### config.mk
export PLATFORM = sky130hd
export DESIGN_NAME = chkv_ctrl
export DESIGN_NICKNAME = d
export VERILOG_FILES = /design/src/rtl/chkv_pkg.sv /design/src/rtl/chkv_ctrl.sv
export SDC_FILE = /design/constraint.sdc
export NUM_CORES = 1
export LEC_CHECK = 0
export BUFFER_PORTS_ARGS = -buffer_cell sky130_fd_sc_hd__buf_2
export CAP_MARGIN = 30
export CORE_AREA = 2 2 39 41
export CTS_CLUSTER_SIZE = 12
export DETAILED_ROUTE_END_ITERATION = 8
export DIE_AREA = 0 0 41 43
export HOLD_SLACK_MARGIN = 0.1
export PLACE_DENSITY = 0.39
export SLEW_MARGIN = 20
export SYNTH_ARGS = -nofsm -noshare
export SYNTH_HDL_FRONTEND = slang
export SYNTH_SLANG_ARGS = --single-unit
### constraint.sdc
create_clock -name clk -period 1.9 [get_ports clk]
set_clock_uncertainty 0.15 [all_clocks]
set_input_delay 0.095 -clock clk [delete_from_list [all_inputs] [get_ports clk]]
set_output_delay 0.095 -clock clk [all_outputs]
set_load 0.05 [all_outputs]
### src/rtl/chkv_pkg.sv
// Shared constants, types and status codes of the chained hash key-value table.
package chkv_pkg;

    localparam int BUCKETS  = 64;
    localparam int ENTRIES  = 256;
    localparam int BUCKET_W = $clog2(BUCKETS);
    localparam int IDX_W    = $clog2(ENTRIES);
    localparam int USED_W   = $clog2(ENTRIES + 1);
    localparam int KEY_W    = 32;
    localparam int VAL_W    = 32;
    localparam int STAT_W   = 3;

    typedef enum logic [STAT_W-1:0] {
        ST_INSERTED = 3'd0,
        ST_UPDATED  = 3'd1,
        ST_FULL     = 3'd2,
        ST_FOUND    = 3'd3,
        ST_NOTFOUND = 3'd4
    } status_t;

    // controller -> datapath
    typedef struct packed {
        logic load;           // capture request, read bucket head
        logic rd_entry_head;  // read entry at bucket head
        logic rd_entry_next;  // read entry at next link
        logic finish;         // resolve request, commit writes, post result
        logic hit;            // key found (qualifies finish)
    } ctrl_cmd_t;

    // datapath -> controller
    typedef struct packed {
        logic head_valid;     // bucket has a chain
        logic key_match;      // entry just read holds the key
        logic next_valid;     // entry just read has a successor
    } dp_status_t;

endpackage

### src/rtl/chkv_ctrl.sv
// Request sequencer: head read, chain walk, finish.
module chkv_ctrl
    import chkv_pkg::*;
(
    input  logic       clk,
    input  logic       rst_n,
    input  logic       start,
    input  dp_status_t stat,
    output ctrl_cmd_t  cmd,
    output logic       busy
);

    typedef enum logic [2:0] {
        S_IDLE = 3'b001,
        S_HEAD = 3'b010,
        S_WALK = 3'b100
    } state_t;

    state_t state_reg;
    state_t state_next;

    always_ff @(posedge clk or negedge rst_n)
    begin
        if (!rst_n)
        begin
            state_reg <= S_IDLE;
        end
        else
        begin
            state_reg <= state_next;
        end
    end

    always_comb
    begin
        state_next = state_reg;
        cmd        = '0;
        unique case (state_reg)
            S_IDLE:
            begin
                if (start)
                begin
                    cmd.load   = 1'b1;
                    state_next = S_HEAD;
                end
            end
            S_HEAD:
            begin
                if (stat.head_valid)
                begin
                    cmd.rd_entry_head = 1'b1;
                    state_next        = S_WALK;
                end
                else
                begin
                    cmd.finish = 1'b1;
                    state_next = S_IDLE;
                end
            end
            S_WALK:
            begin
                if (stat.key_match)
                begin
                    cmd.finish = 1'b1;
                    cmd.hit    = 1'b1;
                    state_next = S_IDLE;
                end
                else if (stat.next_valid)
                begin
                    cmd.rd_entry_next = 1'b1;
                end
                else
                begin
                    cmd.finish = 1'b1;
                    state_next = S_IDLE;
                end
            end
            default:
            begin
                state_next = S_IDLE;
            end
        endcase
    end

    assign busy = (state_reg != S_IDLE);

endmodule

# Word-level counts from Yosys, hierarchy flattened
# Index checks and enable logic that the tools add are counted.
[totals] reg_bits=3 input_bits=6 out_inout_bits=6 word_cells=26
[classes] eq_ne=6 mux=18 reduce_logical=1
[op_table] op="2-to-1 mux 1 bit" n=12
[op_table] op="2-to-1 mux 3 bit" n=4
[op_table] op="one-hot mux 3 bit (3 select lines)" n=1
[op_table] op="== test 3 x 1 -> 1 bit, second input constant" n=1
[op_table] op="== test 3 x 2 -> 1 bit, second input constant" n=1
[op_table] op="== test 3 bit, second input constant" n=1
[op_table] op="!= test 3 x 1 -> 1 bit, second input constant" n=1
[op_table] op="!= test 3 bit, second input constant" n=1
[op_table] op="!= test 2 bit, second input constant" n=1
[op_table] op="one-hot mux 1 bit (2 select lines)" n=1
[op_table] op="AND reduction 2 bit" n=1

# Longest topological paths before layout
# Gate-level depths: netlist of the first run.
[logic_depth] depth_word=3 mapped_depth=3 ltp_nobuf=3

# Worst setup path before layout of the first run
# Ideal clock, no wire load.
[synth_timing] path_type="reg2reg" from="reg state_reg[1]" to="reg state_reg[0]" setup_ns=0.151 arrival_ns=2.259 t_required_ns=1.599 setup_slack_ns=-0.660 stages_incl_launch_ff=3 n_path_buf=0 synth_period_minus_slack_ns=2.560 path_cell_list="dfrtp_1 -> nor4b_1 -> nor3_2"
[synth_between] elab_chain_len=3 elab_cells_between_ends=7 classes_between="eq/ne (5); mux (1); reduce/logical (1)"
[synth_rtl] item="start, declared" line="chkv_ctrl.sv:19" rtl="state_t state_reg;"
[synth_rtl] item="start signal, assigned" line="chkv_ctrl.sv:30" rtl="state_reg <= state_next;"
[synth_rtl] item="== test 3 bit or == test 3 x 1 -> 1 bit (tied branches)" line="chkv_ctrl.sv:38" rtl="unique case (state_reg)"
[synth_rtl] item="!= test 3 bit (no source line) or != test 2 bit (tied branches)"
[synth_rtl] item="AND reduction 2 bit (no source line)"
# Several ways; a longest one is shown, not always the timed one.
# A chain may end at the register's enable or synchronous reset.

==> run metrics, run 1 <==
status=finished, final reports clean; element type at the critical path end=primary output; die area=approximately 1800 sq um; max_cap viols=0; Sink Count=3; Routed wire per std cell=around 10 um; met1 usage=0.0974; Max clock buf depth=2; Hold Worst Slack=119 ps; Critical Path Start Type=register; routability-driven placement congestion ratio=0.540; Worst path max stage delay=590 ps; worst-path maximum fanout=6; Leak=0.000166 uW; setup TNS=0 ps; worst path cell trace=or3b_4 > nor2_4 > clkbuf_4; Syn Inst Count=21; Hold Crit Start=stat[2]; Synth cell types=17; DRC Markers=0; HPWL after detailed placement=407 um; number of global-route vias before repair=213; RSZ-0062 raised after global routing=no; Placed Instance Area=287 sq um; number of flip-flops in the largest register=3; Final ANT Viol Nets=0; row count=14; vias post-DR=213; max-slew violations=0; largest net degree at the start of global routing=8; Cell Area, Synth=206 sq um; vias per cell=between 3 and 4; r2r startpoint=state_reg[0]; global routing's busiest layer=met4; Die Wd=41 um; minimum clock period=approximately 1800 ps; Critical Setup Path Class=register to primary output; port buffer count=11; Layout Nets=45; met2 Usage GRT=0.0938; Syn Area/Cell=9.83 sq um; Highest Clock Rate=0.544 GHz; ratio of cells with drive above 1 in the final layout=0.553; Worst Reg2Reg Path Length in Cells=3; worst-skew pair later-pin latency=roughly 230 ps; clk slew on worst S/H paths=30 ps; relative slew slack=0.750; cell depth of the worst hold path=4; synth warn=0; critical path data arrival time=1590 ps; Post-Layout Inst Area=345 sq um; Reg2Reg Setup Slack=500 ps; met3 Use GR=0.0157; reg-to-reg critical path endpoint=state_reg[0]; Die Height=43 um; Ports=12; synthesized net count=27; Crit-path slowest cell=dfstp_2; drt first pass iters=2; first-pass GRT wire length=862 um; Setup Viol. Count Final=0; synthesis-to-finish area growth=67.3%; Initial Utilization=0.149; n_diodes=0; Routed WL=559 um; post-synthesis sequential area ratio=0.370; CTS root buf=clkbuf_4; GRT Util Overall=0.0785; antenna violations before repair=0; GR Overflow Total=0; peak supply drop=between 400 and 500 uV; htree depth=1; Inserted Clock Buffers=3; fin crit share=0.967; Core Area=1380 sq um; final hold vios=0; Hold Path Class=input pin to register; required time of the critical path=1650 ps; WHS Endpoint=state_reg[2]; #FFs+latches synth=3; DRT iter0 DRCs=1; TritonCTS clock tree=yes; Power per Cell Area=991 nW/um^2; Tightest Pin Transition=372 ps
[cells in the mapped netlist (all sizes together)]
| cell type | count | area share |
|---|---|---|
| nor2b | 1 | 0.030 |
| dfstp | 1 | 0.13 |
| and2b | 1 | 0.036 |
| nand2b | 1 | 0.067 |
| dfrtp | 2 | 0.24 |
| a2bb2oi | 1 | 0.042 |
| inv | 1 | 0.018 |
| or3b | 1 | 0.055 |
| nor2 | 5 | 0.13 |
| nand2 | 1 | 0.018 |
| nor4b | 1 | 0.042 |
| buf | 1 | 0.036 |
| nor3 | 2 | 0.073 |
| nor4bb | 1 | 0.048 |
| a22oi | 1 | 0.036 |
[through the flow]
stage	cells	worst slack [ps]	total power, uW	utilization
after floorplan	21	93.7	197	-
after global placement	47	313	220	0.207
after detailed placement	47	292	223	0.207
after CTS	54	32.4	346	0.248
after global routing	54	15.9	365	0.250
final	54	62.5	342	0.250
[cells in the final DEF, fill, tap and decap left out]
| cell | n |
|---|---|
| a22oi_1 | 1 |
| a2bb2oi_1 | 1 |
| and2b_1 | 1 |
| buf_2 | 10 |
| clkbuf_1 | 1 |
| clkbuf_4 | 4 |
| dfrtp_1 | 2 |
| dfstp_2 | 1 |
| dlygate4sd3_1 | 3 |
| inv_1 | 1 |
| nand2_1 | 1 |
| nand2b_4 | 1 |
| nor2_1 | 4 |
| nor2_4 | 1 |
| nor2b_1 | 1 |
| nor3_1 | 1 |
| nor3_2 | 1 |
| nor4b_2 | 1 |
| nor4bb_2 | 1 |
| or3b_4 | 1 |
[worst max-delay path: cells and delay by family (launching register included)]
family / cells / cell delay [ps]
buffers and inverters: 1 / 240
DFF: 1 / 590
and+or+nand+nor: 2 / 530
[how the worst max path moves through the flow]
stage                       startpoint      endpoint  slack (ps)  cells after the start
after detailed placement  state_reg[0]        cmd[4]         290                      3
after global routing      state_reg[0]        cmd[4]          20                      3
after CTS                 state_reg[0]        cmd[4]          30                      3
after global placement    state_reg[0]        cmd[4]         310                      3
final                     state_reg[0]        cmd[4]          60                      3
after floorplan           state_reg[1]  state_reg[0]          90                      2
[layer usage]
metal	vias to the layer above	routed length, um
met2	14	216
met1	88	269
li1	107	-
met4	0	25
met5	-	0
met3	4	47
[logic make-up (layout without fill, tap and decap cells)]
| family | after synthesis | count (layout) | synth area share |
|---|---|---|---|
| and+or+nand+nor | 14 | 14 | 0.497 |
| DFF | 3 | 3 | 0.370 |
| AOI/OAI and AO/OA | 2 | 2 | 0.0788 |
| buffers and inverters | 2 | 19 | 0.0545 |
[area by class of cell]
class	count	area, sq um
Clock buffer	4	26.3
Fill cell	141	1040
Inverter	1	3.75
Multi-Input combinational cell	16	131
Sequential cell	3	76.3
Tap cell	16	20.0
Timing Repair Buffer	14	87.6
[report_power, final]
| part | internal, uW | switching [uW] |
|---|---|---|
| Combinational | 47.1 | 84.1 |
| Clock | 78.7 | 33.1 |
| Sequential | 78.8 | 20.6 |
[timing repair]
| item | CTS | global route |
|---|---|---|
| hold endpoints to repair | 5 | 0 |
| endpoints found under the setup margin | 0 | 1 |
| hold buffers | 3 | 0 |
| gates resized for setup | 0 | 1 |
| setup buffers | 0 | 0 |
(Power assumes the default switching activity.)
==> run 2, diff against run 1 <==
- RECOVER_POWER: default -> 50
==> run 2 against run 1 <==
Effect of this change:
- count of clock-buffer cells in the layout unchanged
- non-clock buffer count stayed put
- die area did not move
- first-iteration DRC count did not move
- global-route usage is the same
- largest cell class unchanged
- highest routed layer unchanged
==> run metrics, run 2 (synthesis gave the netlist of run 1 again) <==
status=finished, final reports clean; Final ANT Viol Nets=0; most frequent cells in the layout=9 x buf_2, 4 x nor2_1, 4 x clkbuf_4, 3 x dlygate4sd3_1; worst-path maximum fanout=6; number of flip-flops in the largest register=3; routability-driven placement congestion ratio=0.540; number of global-route vias before repair=213; Max clock buf depth=2; n_diodes=0; Die Wd=41 um; RSZ-0062 raised after global routing=no; CTS root buf=clkbuf_4; die area=1760 sq um; vias post-DR=213; Critical Path Start Type=register; minimum clock period=1840 ps; Layout Nets=between 40 and 50; Hold Path Class=input pin to register; Tightest Pin Transition=372 ps; first-pass GRT wire length=862 um; Leak=between 0.00015 and 0.0002 uW; Hold Worst Slack=119 ps; required time of the critical path=1650 ps; GRT Util Overall=0.0785; drt first pass iters=2; Inserted Clock Buffers=3; multi-input logic area=131 sq um; relative slew slack=0.750; Initial Utilization=0.149; Ports=12; Die Height=roughly 43 um; GR Overflow Total=0; fin crit share=0.967; Highest Clock Rate=0.544 GHz; port buffer count=11; antenna violations before repair=0; htree depth=1; max-slew violations=0; HPWL after detailed placement=407 um; Filler Cells Inserted=roughly 140; peak supply drop=442 uV; clk slew on worst S/H paths=30 ps; max_cap viols=0; Setup WS post-layout=62.6 ps; vias per cell=just under 4; Power per Cell Area=994 nW/um^2; DRC Markers=0; largest net degree at the start of global routing=8; post-placement cell count=47; element type at the critical path end=primary output; Routed wire per std cell=10.4 um; TritonCTS clock tree=yes; Setup Viol. Count Final=0; Post-CTS Setup Inserts=0; final hold vios=0; DRT iter0 DRCs=1; Sink Count=3; FF/Latch Area=76.3 sq um; total chip power=342 uW; Core Area=about 1400 sq um; Critical Setup Path Class=register to primary output; critical path data arrival time=1590 ps; setup TNS=0 ps; row count=14; pre-CTS setup slack=292 ps; synthesis-to-finish area growth=66.7%; Cell Count, Final, Fillers Out=54; worst-skew pair later-pin latency=230 ps; Routed WL=559 um; ratio of cells with drive above 1 in the final layout=0.526; commonest non-fill, non-tap cell in the layout=buf_2
run 2: cell types whose count changed in the layout (fill, tap and decap cells not counted), sizes merged:
| cell | change |
|---|---|
| buf | -1 |
| clkbuf | +1 |
run 2: layer usage:
layer / vias up / GRT usage / share of wire
met5: - / 0 / 0
met4: 0 / 0.100 / 0.045
met3: 4 / 0.0157 / 0.084
met2: 14 / 0.0938 / 0.39
met1: 88 / 0.0974 / 0.48
li1: 107 / - / -
run 2: path summary, 6_finish.rpt:
path | from | endpoint | slack [ps] | cells past startpoint
setup / recovery | state_reg[0] | cmd[4] | 60 | 3
hold / removal | stat[2] | state_reg[2] | 120 | 4
setup reg to reg | state_reg[0] | state_reg[0] | 500 | 3
hold reg to reg | state_reg[0] | state_reg[2] | 400 | 1
max in group asynchronous | rst_n | state_reg[2] | 870 | 3
min in group asynchronous | rst_n | state_reg[0] | 200 | 2
run 2: final cells by class:
cell class	instances	area share
well taps	16	0.0582
clock buffers	4	0.0764
multi-input cells	16	0.382
flip-flops and latches	3	0.222
inverters	1	0.0109
repair buffers	14	0.251
run 2: metrics by stage:
stage | utilization | instance area [sq um]
final | 0.249 | 344
after floorplan | - | 219
after detailed placement | 0.207 | 287
after CTS | 0.248 | 343
after global placement | 0.207 | 287
after global routing | 0.249 | 344
run 2: report_power, final:
part	switching, uW	leakage, uW	total [uW]	internal (uW)
Combinational	84.2	0.000111	131	46.8
Sequential	20.6	0.0000372	99.4	78.8
Clock	33.1	0.0000150	112	78.7
run 2: critical path, stage by stage (launching register included):
cell and delay, ps:
dfstp_2 590, or3b_4 420, nor2_4 110, clkbuf_4 240
run 2: what timing repair did:
action,in CTS,in global routing
resized for setup,0,1
setup endpoints to repair,0,1
endpoints found under the hold margin,5,0
hold buffers,3,0
